$ cat config.mk
export PLATFORM = sky130hd
export DESIGN_NAME = pixel_doubler_scanline
export DESIGN_NICKNAME = d
export VERILOG_FILES = /design/src/rtl/pxdbl_pkg.sv /design/src/rtl/pxdbl_blend.sv /design/src/rtl/pixel_doubler_scanline.sv
export VERILOG_INCLUDE_DIRS = /design/src /design/src/rtl
export SDC_FILE = /design/constraint.sdc
export NUM_CORES = 1
export LEC_CHECK = 0
export BUFFER_PORTS_ARGS = -buffer_cell sky130_fd_sc_hd__buf_4
export CAP_MARGIN = 30
export CORE_ASPECT_RATIO = 1.75
export CORE_MARGIN = 4
export CORE_UTILIZATION = 63
export DETAILED_ROUTE_END_ITERATION = 10
export PLACE_DENSITY = 0.88
export SYNTH_ARGS = -nofsm -noshare
export SYNTH_HDL_FRONTEND = slang
export SYNTH_SLANG_ARGS = --single-unit
$ cat constraint.sdc
create_clock -name clk -period 15.9 [get_ports clk]
set_input_delay 3.18 -clock clk [delete_from_list [all_inputs] [get_ports clk]]
set_output_delay 3.18 -clock clk [all_outputs]
set_load 0.02 [all_outputs]
$ cat src/rtl/pixel_doubler_scanline_macros.svh
// Assertion macros shared by the pixel doubler RTL.
`ifndef PIXEL_DOUBLER_SCANLINE_MACROS_SVH
`define PIXEL_DOUBLER_SCANLINE_MACROS_SVH

// Same-cycle implication, checked on every rising edge outside reset.
`define PXD_ASSERT_NOW(lbl, ante, cons, msg) \
  lbl: assert property (@(posedge clk) disable iff (!rst_n) (ante) |-> (cons)) \
    else $error(msg);

// Next-cycle implication, checked on every rising edge outside reset.
`define PXD_ASSERT_NEXT(lbl, ante, cons, msg) \
  lbl: assert property (@(posedge clk) disable iff (!rst_n) (ante) |=> (cons)) \
    else $error(msg);

`endif

$ cat src/rtl/pxdbl_pkg.sv
// Types and constants shared by the pixel doubler modules.
package pxdbl_pkg;

  typedef enum logic [1:0] {
    MODE_REPLICATE = 2'd0,
    MODE_SCANLINE  = 2'd1,
    MODE_GRID      = 2'd2,
    MODE_NARROW    = 2'd3
  } mode_t;

  localparam logic [1:0] REG_MODE         = 2'd0;
  localparam logic [1:0] REG_BLEND_WEIGHT = 2'd1;
  localparam logic [1:0] REG_DARK_COLOR   = 2'd2;

  localparam logic [15:0] HALF_MASK    = 16'h7BEF;
  localparam logic [15:0] QUARTER_MASK = 16'h39E7;
  localparam logic [15:0] LOW1_MASK    = 16'h0821;
  localparam logic [15:0] LOW2_MASK    = 16'h1863;

  // Reciprocal of three scaled by 2**11; exact for sums below 2048.
  localparam logic [20:0] RECIP3       = 21'd683;
  localparam int unsigned RECIP3_SHIFT = 11;

  localparam logic [1:0] PPR_DOUBLE = 2'd2;
  localparam logic [1:0] PPR_SINGLE = 2'd1;

endpackage

$ cat src/rtl/pxdbl_blend.sv
// Darkening blend of one RGB565 pixel with the dark color.
module pxdbl_blend
  import pxdbl_pkg::*;
(
  input  logic [15:0] pixel,
  input  logic [15:0] dark,
  input  logic        weight,
  output logic [15:0] darkened
);

  logic [7:0]  ra, rb, ga, gb, ba, bb;
  logic [9:0]  r_sum, g_sum, b_sum;
  logic [20:0] r_prod, g_prod, b_prod;
  logic [7:0]  r_q, g_q, b_q;
  logic [15:0] two_one;

  logic [16:0] fix_sum;
  logic [15:0] fix, half_a, quarter_a, quarter_b, three_one;

  // Channels widened to 8 bits, then (2*src + dark) / 3 truncated.
  always_comb begin
    ra = {pixel[15:11], 3'b000};
    rb = {dark[15:11], 3'b000};
    ga = {pixel[10:5], 2'b00};
    gb = {dark[10:5], 2'b00};
    ba = {pixel[4:0], 3'b000};
    bb = {dark[4:0], 3'b000};
    r_sum = {2'b00, ra} + {2'b00, ra} + {2'b00, rb};
    g_sum = {2'b00, ga} + {2'b00, ga} + {2'b00, gb};
    b_sum = {2'b00, ba} + {2'b00, ba} + {2'b00, bb};
    r_prod = {11'd0, r_sum} * RECIP3;
    g_prod = {11'd0, g_sum} * RECIP3;
    b_prod = {11'd0, b_sum} * RECIP3;
    r_q = r_prod[RECIP3_SHIFT +: 8];
    g_q = g_prod[RECIP3_SHIFT +: 8];
    b_q = b_prod[RECIP3_SHIFT +: 8];
    two_one = {r_q[7:3], g_q[7:2], b_q[7:3]};
  end

  // Half plus two quarters, with the low bits that the shifts drop added back.
  always_comb begin
    fix_sum   = {(pixel & LOW1_MASK), 1'b0} + {1'b0, (pixel & LOW2_MASK)}
              + {1'b0, (dark & LOW2_MASK)};
    fix       = {1'b0, fix_sum[16:2]} & QUARTER_MASK;
    half_a    = {1'b0, pixel[15:1]} & HALF_MASK;
    quarter_a = {2'b00, pixel[15:2]} & QUARTER_MASK;
    quarter_b = {2'b00, dark[15:2]} & QUARTER_MASK;
    three_one = half_a + quarter_a + quarter_b + fix;
  end

  assign darkened = weight ? three_one : two_one;

endmodule

$ cat src/rtl/pixel_doubler_scanline.sv
// Pipeline: a pixel beat accepted into the input register is passed on to the result
// register, which drives the result port until the beat is taken.
// Throughput: one pixel per cycle; the input register and the result register
// advance together and stall only when out_tready is low with both full.
// Reset: synchronous active-low rst_n clears both valid flags and restores
// mode to scanline, blend_weight to 0 and dark_color to black.
module pixel_doubler_scanline
  import pxdbl_pkg::*;
(
  input  logic        clk,
  input  logic        rst_n,
  // Input stream.
  input  logic        in_tvalid,
  output logic        in_tready,
  input  logic [15:0] in_tdata,   // [15:0] pixel
  // Result stream.
  output logic        out_tvalid,
  input  logic        out_tready,
  output logic [71:0] out_tdata,  // [15:0] top_left, [31:16] top_right,
                                  // [47:32] bottom_left, [63:48] bottom_right,
                                  // [65:64] pixels_per_row, [71:66] zero
  // Configuration port.
  input  logic        cfg_psel,
  input  logic        cfg_penable,
  input  logic        cfg_pwrite,
  input  logic [3:0]  cfg_paddr,
  input  logic [31:0] cfg_pwdata,
  output logic [31:0] cfg_prdata,
  output logic        cfg_pready
);

  mode_t       mode_r;
  logic        blend_weight_r;
  logic [15:0] dark_color_r;
  logic        cfg_wr;
  logic [1:0]  cfg_index;

  logic        s1_valid_r;
  logic [15:0] s1_pixel_r;
  logic        s1_adv;
  logic        out_valid_r;
  logic [65:0] out_data_r;
  logic [65:0] result_nxt;
  logic [15:0] darkened;

  // Configuration registers.
  assign cfg_pready = 1'b1;
  assign cfg_wr     = cfg_psel && cfg_penable && cfg_pwrite && cfg_pready;
  assign cfg_index  = cfg_paddr[3:2];

  always_ff @(posedge clk) begin
    if (!rst_n) begin
      mode_r         <= MODE_SCANLINE;
      blend_weight_r <= 1'b0;
      dark_color_r   <= 16'h0000;
    end else if (cfg_wr) begin
      unique case (cfg_index)
        REG_MODE:         mode_r         <= mode_t'(cfg_pwdata[1:0]);
        REG_BLEND_WEIGHT: blend_weight_r <= cfg_pwdata[0];
        REG_DARK_COLOR:   dark_color_r   <= cfg_pwdata[15:0];
        default: ;
      endcase
    end
  end

  always_comb begin
    unique case (cfg_index)
      REG_MODE:         cfg_prdata = {30'd0, mode_r};
      REG_BLEND_WEIGHT: cfg_prdata = {31'd0, blend_weight_r};
      REG_DARK_COLOR:   cfg_prdata = {16'd0, dark_color_r};
      default:          cfg_prdata = 32'd0;
    endcase
  end

  // Pipeline handshake: the result register frees up when its beat is taken.
  assign s1_adv    = s1_valid_r && (!out_valid_r || out_tready);
  assign in_tready = !s1_valid_r || s1_adv;

  always_ff @(posedge clk) begin
    if (!rst_n) begin
      s1_valid_r  <= 1'b0;
      out_valid_r <= 1'b0;
    end else begin
      if (in_tready) begin
        s1_valid_r <= in_tvalid;
      end
      if (s1_adv) begin
        out_valid_r <= 1'b1;
      end else if (out_tready) begin
        out_valid_r <= 1'b0;
      end
    end
  end

  always_ff @(posedge clk) begin
    if (in_tready && in_tvalid) begin
      s1_pixel_r <= in_tdata;
    end
    if (s1_adv) begin
      out_data_r <= result_nxt;
    end
  end

  pxdbl_blend u_blend (
    .pixel    (s1_pixel_r),
    .dark     (dark_color_r),
    .weight   (blend_weight_r),
    .darkened (darkened)
  );

  // Field order from the low end: tl, tr, bl, br, pixels_per_row.
  always_comb begin
    unique case (mode_r)
      MODE_REPLICATE:
        result_nxt = {PPR_DOUBLE, s1_pixel_r, s1_pixel_r, s1_pixel_r, s1_pixel_r};
      MODE_SCANLINE:
        result_nxt = {PPR_DOUBLE, darkened, darkened, s1_pixel_r, s1_pixel_r};
      MODE_GRID:
        result_nxt = {PPR_DOUBLE, darkened, darkened, darkened, s1_pixel_r};
      MODE_NARROW:
        result_nxt = {PPR_SINGLE, 16'h0000, darkened, 16'h0000, s1_pixel_r};
      default:
        result_nxt = {PPR_DOUBLE, s1_pixel_r, s1_pixel_r, s1_pixel_r, s1_pixel_r};
    endcase
  end

  assign out_tvalid = out_valid_r;
  assign out_tdata  = {6'd0, out_data_r};

`include "pixel_doubler_scanline_macros.svh"

  `PXD_ASSERT_NOW(a_ppr_range, out_tvalid, (out_tdata[65:64] == PPR_SINGLE) || (out_tdata[65:64] == PPR_DOUBLE), "pixels_per_row out of range")
  `PXD_ASSERT_NOW(a_narrow_zero, out_tvalid && (out_tdata[65:64] == PPR_SINGLE), (out_tdata[31:16] == 16'h0000) && (out_tdata[63:48] == 16'h0000), "single width result has nonzero right pixels")
  `PXD_ASSERT_NEXT(a_s1_hold, s1_valid_r && !s1_adv, s1_valid_r && $stable(s1_pixel_r), "stalled input stage lost its pixel")
  `PXD_ASSERT_NOW(a_ready_when_empty, !s1_valid_r, in_tready, "empty input stage refuses a beat")

endmodule

-- Yosys cells after proc, flatten, opt, wreduce, memory -nomap -nowiden
Cells that the tools add are included.
- flip-flop bits (word level): 103
- bits of input ports: 59
- add/subtract/negate cells: 11
- multipliers: 3
- equality and inequality tests: 5
- muxes and demuxes: 5
- reductions and logical operators: 14
- operators by type and width (kind ; count):
    $pmux 66 s4 ; 1
    $mul 10x10->19 const B ; 3
    $pmux 16 s3 ; 1
    $add 16x14->16 ; 2
    $add 10x8->10 ; 3
    $add 8x8->9 ; 3
    $add 15x14->16 ; 1
    $add 16x13->16 ; 1
    $mux 16 ; 1
    $add 13x13->14 ; 1
    $eq 2x2->1 const B ; 3
    $reduce_and 2->1 ; 3
    $eq 2x1->1 const B ; 2
    $logic_and 1x1->1 ; 4
    $logic_not 2->1 ; 2
    $logic_not 1->1 ; 2
    $logic_or 1x1->1 ; 2
    $mux 1 ; 2
    $reduce_bool 2->1 ; 1

-- Depth between registers and ports, before layout
Gate-level depths: netlist of run 1.
- depth after elaboration: 5
- mapped depth: 21
- mapped depth without buffers: 21

-- Modules after synthesis
Synthesis of run 1 repeated with hierarchy kept, for this count alone.
- cells, all modules: 856
- area total of the unflattened synthesis: 9364.0 um2
- modules (own cells, without submodules) (module ; instances ; cells each ; area each (um2) ; seq. area each (um2)):
    pxdbl_blend ; 1 ; 526 ; 5006.1 ; 0.0
    pixel_doubler_scanline ; 1 ; 330 ; 4357.9 ; 2882.8

-- Worst setup path after synthesis of run 1
No wires, ideal clock.
- path kind: input port to output port
- start point: input cfg_paddr[2]
- end point: output cfg_prdata[0]
- arrival time: 4101 ps
- path slack: 8619 ps
- stages on the path: 5
- path through: clkbuf_1 nor2b_1 clkbuf_1 nand2_1 o21ai_0
- cells in the longest elaborated chain, start to end: 2
- ends and longest elaborated chain (what ; line ; source):
    start, declared ; pixel_doubler_scanline.sv:26 ; input logic [3:0] cfg_paddr,
    $eq 2x2->1, or another cell as far along ; pixel_doubler_scanline.sv:67 ; unique case (cfg_index)
    $pmux 16 s3 (*) ; pixel_doubler_scanline.sv:67 ;
    end, declared ; pixel_doubler_scanline.sv:28 ; output logic [31:0] cfg_prdata,
Mark *: on every way between the ends. The rest lies on a longest branch, timed or not.

-- Worst setup path after layout of run 1
Same ends and word-level chain as after synthesis.

==> results of run 1 <==
per-stage QoR:
stage	cells	cell area [sq um]	hold WS, ns	power (W)	util (%)
after floorplan	943	9780	0.473	0.000717	-
after global placement	1207	10700	0.505	0.000834	71.6
after detailed placement	1207	10700	0.509	0.000861	71.6
after CTS	1223	11000	0.528	0.00110	73.7
after global routing	1223	11000	0.553	0.00118	73.7
final	1223	11000	0.529	0.00111	73.7
power by group:
group	switching, W	internal, W
Clock	0.000110	0.000126
Sequential	0.0000149	0.000331
Combinational	0.000304	0.000219
Total	0.000430	0.000676
flip-flops by register name, summed over array words and instances (netlist names):
| name | flops |
|---|---|
| out_tvalid | 1 |
| s1_valid_r | 1 |
| dark_color_r | 16 |
| s1_pixel_r | 16 |
| mode_r | 2 |
| out_data_r | 66 |
| blend_weight_r | 1 |
final cells by class:
class / count / area [sq um]
flip-flops and latches: 103 / 2880
well taps: 183 / 229
fillers: 1010 / 3950
clock inverters: 7 / 85.1
multi-input cells: 706 / 6320
repair buffers: 130 / 976
inverters: 85 / 319
clock buffers: 9 / 225
metal layers:
metal | vias up | wire (um) | GRT usage (%)
met1 | 3643 | 8220 | 30.0
met3 | 120 | 1240 | 2.79
li1 | 3520 | - | -
met4 | 0 | 1930 | 21.9
met2 | 329 | 13600 | 53.9
met5 | - | 0 | 0
cell families (layout without fill, tap and decap cells):
| logic type | count (synthesis) | after routing | synth area share [%] |
|---|---|---|---|
| flip-flops | 103 | 103 | 29.7 |
| adder cells (fa/ha/maj) | 240 | 240 | 34.7 |
| buffers and inverters | 134 | 231 | 6.11 |
| AND/OR/NAND/NOR | 190 | 190 | 9.35 |
| other | 2 | 23 | 0.0774 |
| multiplexers | 9 | 9 | 1.03 |
| XOR/XNOR | 42 | 42 | 3.79 |
| AO/OA/AOI/OAI | 202 | 202 | 15.3 |
layout by cell type (no fill, tap or decap), types with 15 or more instances in the layout:
cell type,instances
a21boi_0,18
a21o_1,18
conb_1,23
edfxtp_1,82
a21oi_1,35
ha_1,192
fa_1,48
buf_4,130
nand2_1,73
o21ai_0,35
dfxtp_1,21
inv_1,83
xnor2_1,28
and2_1,15
nor2_1,43
worst max-delay path by stage:
stage / cells after the start / end / start
detailed placement: 6 / cfg_prdata[0] / cfg_paddr[2]
global route: 6 / cfg_prdata[0] / cfg_paddr[2]
CTS: 6 / cfg_prdata[0] / cfg_paddr[2]
floorplan: 5 / cfg_prdata[0] / cfg_paddr[2]
global placement: 6 / cfg_prdata[0] / cfg_paddr[2]
finish: 6 / cfg_prdata[0] / cfg_paddr[2]
critical path: stages:
cell and delay (ns):
buf_4 0.14, nor2b_1 0.26, buf_4 0.27, nand2_1 0.07
o21ai_0 0.11, buf_4 0.19
==> flow_summary.rst, run 1 <==
.. list-table::
   :header-rows: 1

   * - Metric
     - Value
   * - Status
     - completed
   * - Hold Fails Final Rpt
     - 0
   * - Hold Crit Depth
     - 2
   * - Worst-case setup slack after placement
     - 8.52 ns
   * - CP Launch Type
     - primary input
   * - Register-to-Register Path Depth
     - 20
   * - CTS root buf
     - clkbuf_16
   * - Post-detailed-route DRC marker count
     - 0
   * - Clock buffers created by TritonCTS
     - 9
   * - RSZ-0062 raised after global routing
     - no
   * - Minimum period implied by the final worst setup slack
     - 7.41 ns
   * - Total wire length after detailed routing
     - 25000 um
   * - Worst Hold Endpoint
     - dark_color_r[6]$_SDFFE_PN0P_
   * - Reg2Reg Setup Slack
     - 9.64 ns
   * - Number of synthesized flops with an enable pin
     - 82
   * - Final Worst Setup Slack
     - 8.49 ns
   * - Layout net count
     - 1334
   * - Required arrival time at the worst endpoint
     - 12.72 ns
   * - Hpwl dp
     - 19700 um
   * - Ant diodes
     - 0
   * - Slew Limit Headroom
     - 33.4%
   * - Initial antenna violation count
     - 0
   * - Start-to-end type of the worst setup path
     - primary input to output port
   * - Area fraction of the dominant cell type after synthesis
     - 25.4%
   * - Slew of the pin with the lowest slew margin
     - 0.999 ns
   * - Count of hold-fix buffers inserted at cts
     - 0
   * - Pwr per Cell Area
     - 100 nW/um^2
   * - Synthesized cell area
     - 9710 sq um
   * - Endpoint type of the worst setup path
     - output port
   * - Die Area
     - 17500 sq um
   * - Worst Skew
     - 0.00962 ns
   * - Maximum number of pins on one net before global-route repair
     - 67
   * - Setup tns final
     - 0 ns
   * - Count of yosys warnings during synthesis
     - 0
   * - Post-synthesis cell count
     - 922
   * - Number of placement rows
     - 59
   * - TritonCTS clock tree
     - done
   * - Number of pins exceeding their max-slew limit in the final report
     - 0
   * - Most used flip-flop cell after synthesis
     - edfxtp_1
   * - Height of the chip
     - 172 um
   * - Per-cell via count in the routed design
     - 6.22
   * - Critical Path AT
     - 4.23 ns
   * - First-pass GRT wire length
     - 39500 um
   * - Synth cell count leaders
     - ha_1 (192), inv_1 (83), edfxtp_1 (82)
   * - Routed via count
     - 7612
   * - Worst Path Max Fanout
     - 12
   * - Number of synthesized register bits
     - 103
   * - Clock sink count
     - 103
   * - Final count of negative-setup-slack endpoints
     - 0
   * - Fmax
     - 135 MHz
   * - Gp weighted congestion
     - 0.967
   * - # Max-Cap Violations
     - 0
   * - Routed length per instance
     - 20.4 um
   * - Core ar.
     - 15000 sq um
   * - Clock Path Buffers
     - 2
   * - Synth cell types
     - 75
   * - Boundary pin count
     - 166
   * - Fraction of layout cells with a size suffix above 1
     - 16.3%
   * - Final ANT Viol Nets
     - 0
   * - Resized Gates After CTS
     - 0
   * - Reported leakage power
     - 5.27 nW
   * - Quantity of I/O buffers inserted on ports
     - 124
   * - Via count of the first global-routing pass
     - 8171
   * - Path category of the worst min-delay check
     - flop to flop
   * - Most frequent cell after synthesis
     - ha_1
   * - Number of violations reported at the end of detailed-routing iteration 0
     - 402
   * - Worst-Skew Late Latency
     - 0.36 ns
   * - Number of setup buffers added after CTS
     - 0
   * - FF-to-FF End
     - out_data_r[61]$_DFFE_PP_
   * - Startpoint of the worst hold path
     - dark_color_r[6]$_SDFFE_PN0P_
   * - GRT Util Overall
     - 29.3%
   * - Worst supply voltage drop on vdd
     - 0.0000642 V
   * - Leading area contributor after synthesis
     - edfxtp_1
   * - Die width
     - 102 um
   * - Area Growth Syn to Fin
     - 13.7%
   * - Sequential share of the synthesized area
     - 29.7%
   * - Average instance area after synthesis
     - 10.5 sq um
   * - Clock Pin Slew Worst Setup and Hold Paths
     - 0.07 ns
   * - Congestion Overflow GR
     - 0
   * - Startpoint of the lowest-slack register-to-register path
     - s1_pixel_r[11]$_DFFE_PP_
   * - Starting density of the core
     - 64.8%
   * - Cells taking the most area after synthesis
     - edfxtp_1 (25%), ha_1 (25%), fa_1 (9.9%)
   * - Proportion of synthesized flip-flops having asynchronous set or reset
     - 0%
   * - Length of the first detailed-routing pass in iterations
     - 5
   * - Level count of the clock H-tree
     - 3
   * - Period Utilization, post-route
     - 46.6%
No activity file was read; power rests on OpenSTA's default activity.
==> inputs of run 2 (changes only) <==
--- a/config.mk
+++ b/config.mk
@@ -10,9 +10,9 @@
 export CAP_MARGIN = 30
 export CORE_ASPECT_RATIO = 1.75
 export CORE_MARGIN = 4
-export CORE_UTILIZATION = 63
+export CORE_UTILIZATION = 58
 export DETAILED_ROUTE_END_ITERATION = 10
-export PLACE_DENSITY = 0.88
+export PLACE_DENSITY = 0.82
 export SYNTH_ARGS = -nofsm -noshare
 export SYNTH_HDL_FRONTEND = slang
 export SYNTH_SLANG_ARGS = --single-unit
==> constraint.sdc (replaced) <==
create_clock -name clk -period 7.3 [get_ports clk]
set_input_delay 1.46 -clock clk [delete_from_list [all_inputs] [get_ports clk]]
set_output_delay 1.46 -clock clk [all_outputs]
set_load 0.02 [all_outputs]
==> flow_summary.rst, run 2 (synthesis results as in run 1) <==
.. list-table::
   :header-rows: 1

   * - Metric
     - Value
   * - Worst-Skew Late Latency
     - 0.36 ns
   * - Critical Path AT
     - 6.43 ns
   * - Startpoint of the lowest-slack register-to-register path
     - s1_pixel_r[5]$_DFFE_PP_
   * - Number of placement rows
     - 62
   * - TritonCTS clock tree
     - done
   * - CP Launch Type
     - flop
   * - Period Utilization, post-route
     - 87.0%
   * - Instance count on the critical path
     - 20
   * - Height of the chip
     - 179 um
   * - Fmax
     - 158 MHz
   * - Final count of negative-setup-slack endpoints
     - 0
   * - Critical-path cell list
     - ha_1 -> fa_1 -> a21o_1 -> a21oi_1 -> xnor2_1 -> ha_1 -> ha_1 -> ha_1 -> inv_1 -> fa_1 -> fa_1 -> inv_1 -> ha_1 -> inv_1 -> a221oi_1 -> o211ai_1 -> or2_2 -> a32oi_1 -> a211o_1 -> o21ai_0
   * - Clock Path Buffers
     - 2
   * - Maximum number of pins on one net before global-route repair
     - 67
   * - Reg2Reg Setup Slack
     - 0.95 ns
   * - Final ANT Viol Nets
     - 0
   * - Reported leakage power
     - 5.29 nW
   * - Core ar.
     - 16400 sq um
   * - Fraction of layout cells with a size suffix above 1
     - 16.5%
   * - Register-to-Register Path Depth
     - 20
   * - Routed via count
     - 7443
   * - Gp weighted congestion
     - 0.919
   * - Count of hold-fix buffers inserted at cts
     - 0
   * - Worst-case setup slack after placement
     - 1.06 ns
   * - Quantity of I/O buffers inserted on ports
     - 124
   * - Resized Gates After CTS
     - 0
   * - Ant diodes
     - 0
   * - Level count of the clock H-tree
     - 3
   * - # Max-Cap Violations
     - 0
   * - Status
     - completed
   * - Slew Limit Headroom
     - 35.1%
   * - Number of setup buffers added after CTS
     - 0
   * - Worst hold slack after final layout
     - 0.506 ns
   * - Number of fill cells in the layout
     - 1296
   * - Clock buffers created by TritonCTS
     - 9
   * - Delay of the slowest critical-path stage
     - 0.55 ns
   * - Via count of the first global-routing pass
     - 7692
   * - Clock sink count
     - 103
   * - Met1 track demand over resource in global routing
     - 26.9%
   * - Met3 GRT Util
     - 2.59%
   * - Crit path capture
     - out_data_r[56]$_DFFE_PP_
   * - Final Worst Setup Slack
     - 0.952 ns
   * - GRT Util Overall
     - 26.2%
   * - Required arrival time at the worst endpoint
     - 7.38 ns
   * - Starting density of the core
     - 59.0%
   * - Endpoint type of the worst setup path
     - flop
   * - Total wire length after detailed routing
     - 24200 um
   * - Final core area utilization
     - 67.6%
   * - Max reg flops
     - 66
   * - Most common cell after layout, fill and taps aside
     - ha_1
   * - Congestion Overflow GR
     - 0
   * - Per-cell via count in the routed design
     - 5.88
   * - Layout net count
     - 1336
   * - Most frequent cells in the layout
     - ha_1 (192), buf_4 (132), inv_1 (83), edfxtp_1 (82), nand2_1 (73)
   * - Slew of the pin with the lowest slew margin
     - 0.974 ns
   * - GR peak layer
     - met2
   * - Post-detailed-route DRC marker count
     - 0
   * - FF-to-FF End
     - out_data_r[56]$_DFFE_PP_
   * - Routed length per instance
     - 19.1 um
   * - Length of the first detailed-routing pass in iterations
     - 5
   * - Number of pins exceeding their max-slew limit in the final report
     - 0
   * - Worst Path Max Fanout
     - 7
   * - Total power draw
     - 0.00240 W
   * - Pwr per Cell Area
     - 216 nW/um^2
   * - First-pass GRT wire length
     - 38900 um
   * - Met2 global-route usage
     - 50.9%
   * - Hold Fails Final Rpt
     - 0
   * - Area Growth Syn to Fin
     - 14.6%
   * - Slowest stage cell, crit path
     - edfxtp_1
   * - Hpwl dp
     - 19000 um
   * - Die Area
     - 18900 sq um
   * - Most used cell, CP
     - ha_1
   * - Die width
     - 106 um
   * - Start-to-end type of the worst setup path
     - flop to flop
   * - CTS root buf
     - clkbuf_16
   * - RSZ-0062 raised after global routing
     - no
   * - Worst supply voltage drop on vdd
     - 0.000116 V
   * - Count of buffer and inverter cells on the critical path
     - 3
   * - Cell family contributing the most delay on the critical path
     - adder cells
   * - Regs by FF count
     - out_data_r (66), dark_color_r (16), s1_pixel_r (16)
   * - Clock Pin Slew Worst Setup and Hold Paths
     - 0.07 ns
   * - Worst setup path startpoint
     - s1_pixel_r[5]$_DFFE_PP_
   * - Path category of the worst min-delay check
     - flop to flop
   * - Boundary pin count
     - 166
   * - Initial antenna violation count
     - 0
   * - Register with the most flip-flops
     - out_data_r
   * - Number of violations reported at the end of detailed-routing iteration 0
     - 330
   * - Minimum period implied by the final worst setup slack
     - 6.35 ns
   * - Setup tns final
     - 0 ns
   * - Worst Skew
     - 0.00841 ns
-- run 2: worst min-delay path: stages, from the launching register on --
cell,delay (ns)
dfxtp_1,0.34
nand2_1,0.06
a21boi_0,0.07
-- run 2: cell type report --
type | count | area, sq um | area share [%]
inverters | 85 | 319 | 2.87
repair buffers | 132 | 991 | 8.91
well taps | 224 | 280 | 2.52
clock buffers | 9 | 225 | 2.02
clock inverters | 7 | 104 | 0.934
multi-input cells | 706 | 6320 | 56.8
flip-flops and latches | 103 | 2880 | 25.9
-- run 2: metrics by stage --
step	area, sq um	instances
after floorplan	9780	943
after global placement	10800	1250
after detailed placement	10800	1250
after CTS	11100	1266
after global routing	11100	1266
final	11100	1266
-- run 2: power by group --
group | switching [W] | internal (W)
Clock | 0.000235 | 0.000306
Sequential | 0.0000327 | 0.000721
Combinational | 0.000637 | 0.000470
-- run 2: per-layer routing --
| layer | share of wire [%] | up-vias |
|---|---|---|
| met5 | 0 | - |
| met4 | 6.2 | 0 |
| met3 | 3.9 | 85 |
| met2 | 56 | 247 |
| met1 | 34 | 3581 |
| li1 | - | 3530 |
-- run 2: how the worst min path moves through the flow --
stage,start,end,slack (ns),cells after the start
after floorplan,dark_color_r[6]$_SDFFE_PN0P_,dark_color_r[6]$_SDFFE_PN0P_,0.47,2
after global placement,dark_color_r[12]$_SDFFE_PN0P_,dark_color_r[12]$_SDFFE_PN0P_,0.49,2
after detailed placement,dark_color_r[12]$_SDFFE_PN0P_,dark_color_r[12]$_SDFFE_PN0P_,0.50,2
after CTS,dark_color_r[12]$_SDFFE_PN0P_,dark_color_r[12]$_SDFFE_PN0P_,0.51,2
after global routing,dark_color_r[12]$_SDFFE_PN0P_,dark_color_r[12]$_SDFFE_PN0P_,0.56,2
final,dark_color_r[12]$_SDFFE_PN0P_,dark_color_r[12]$_SDFFE_PN0P_,0.51,2
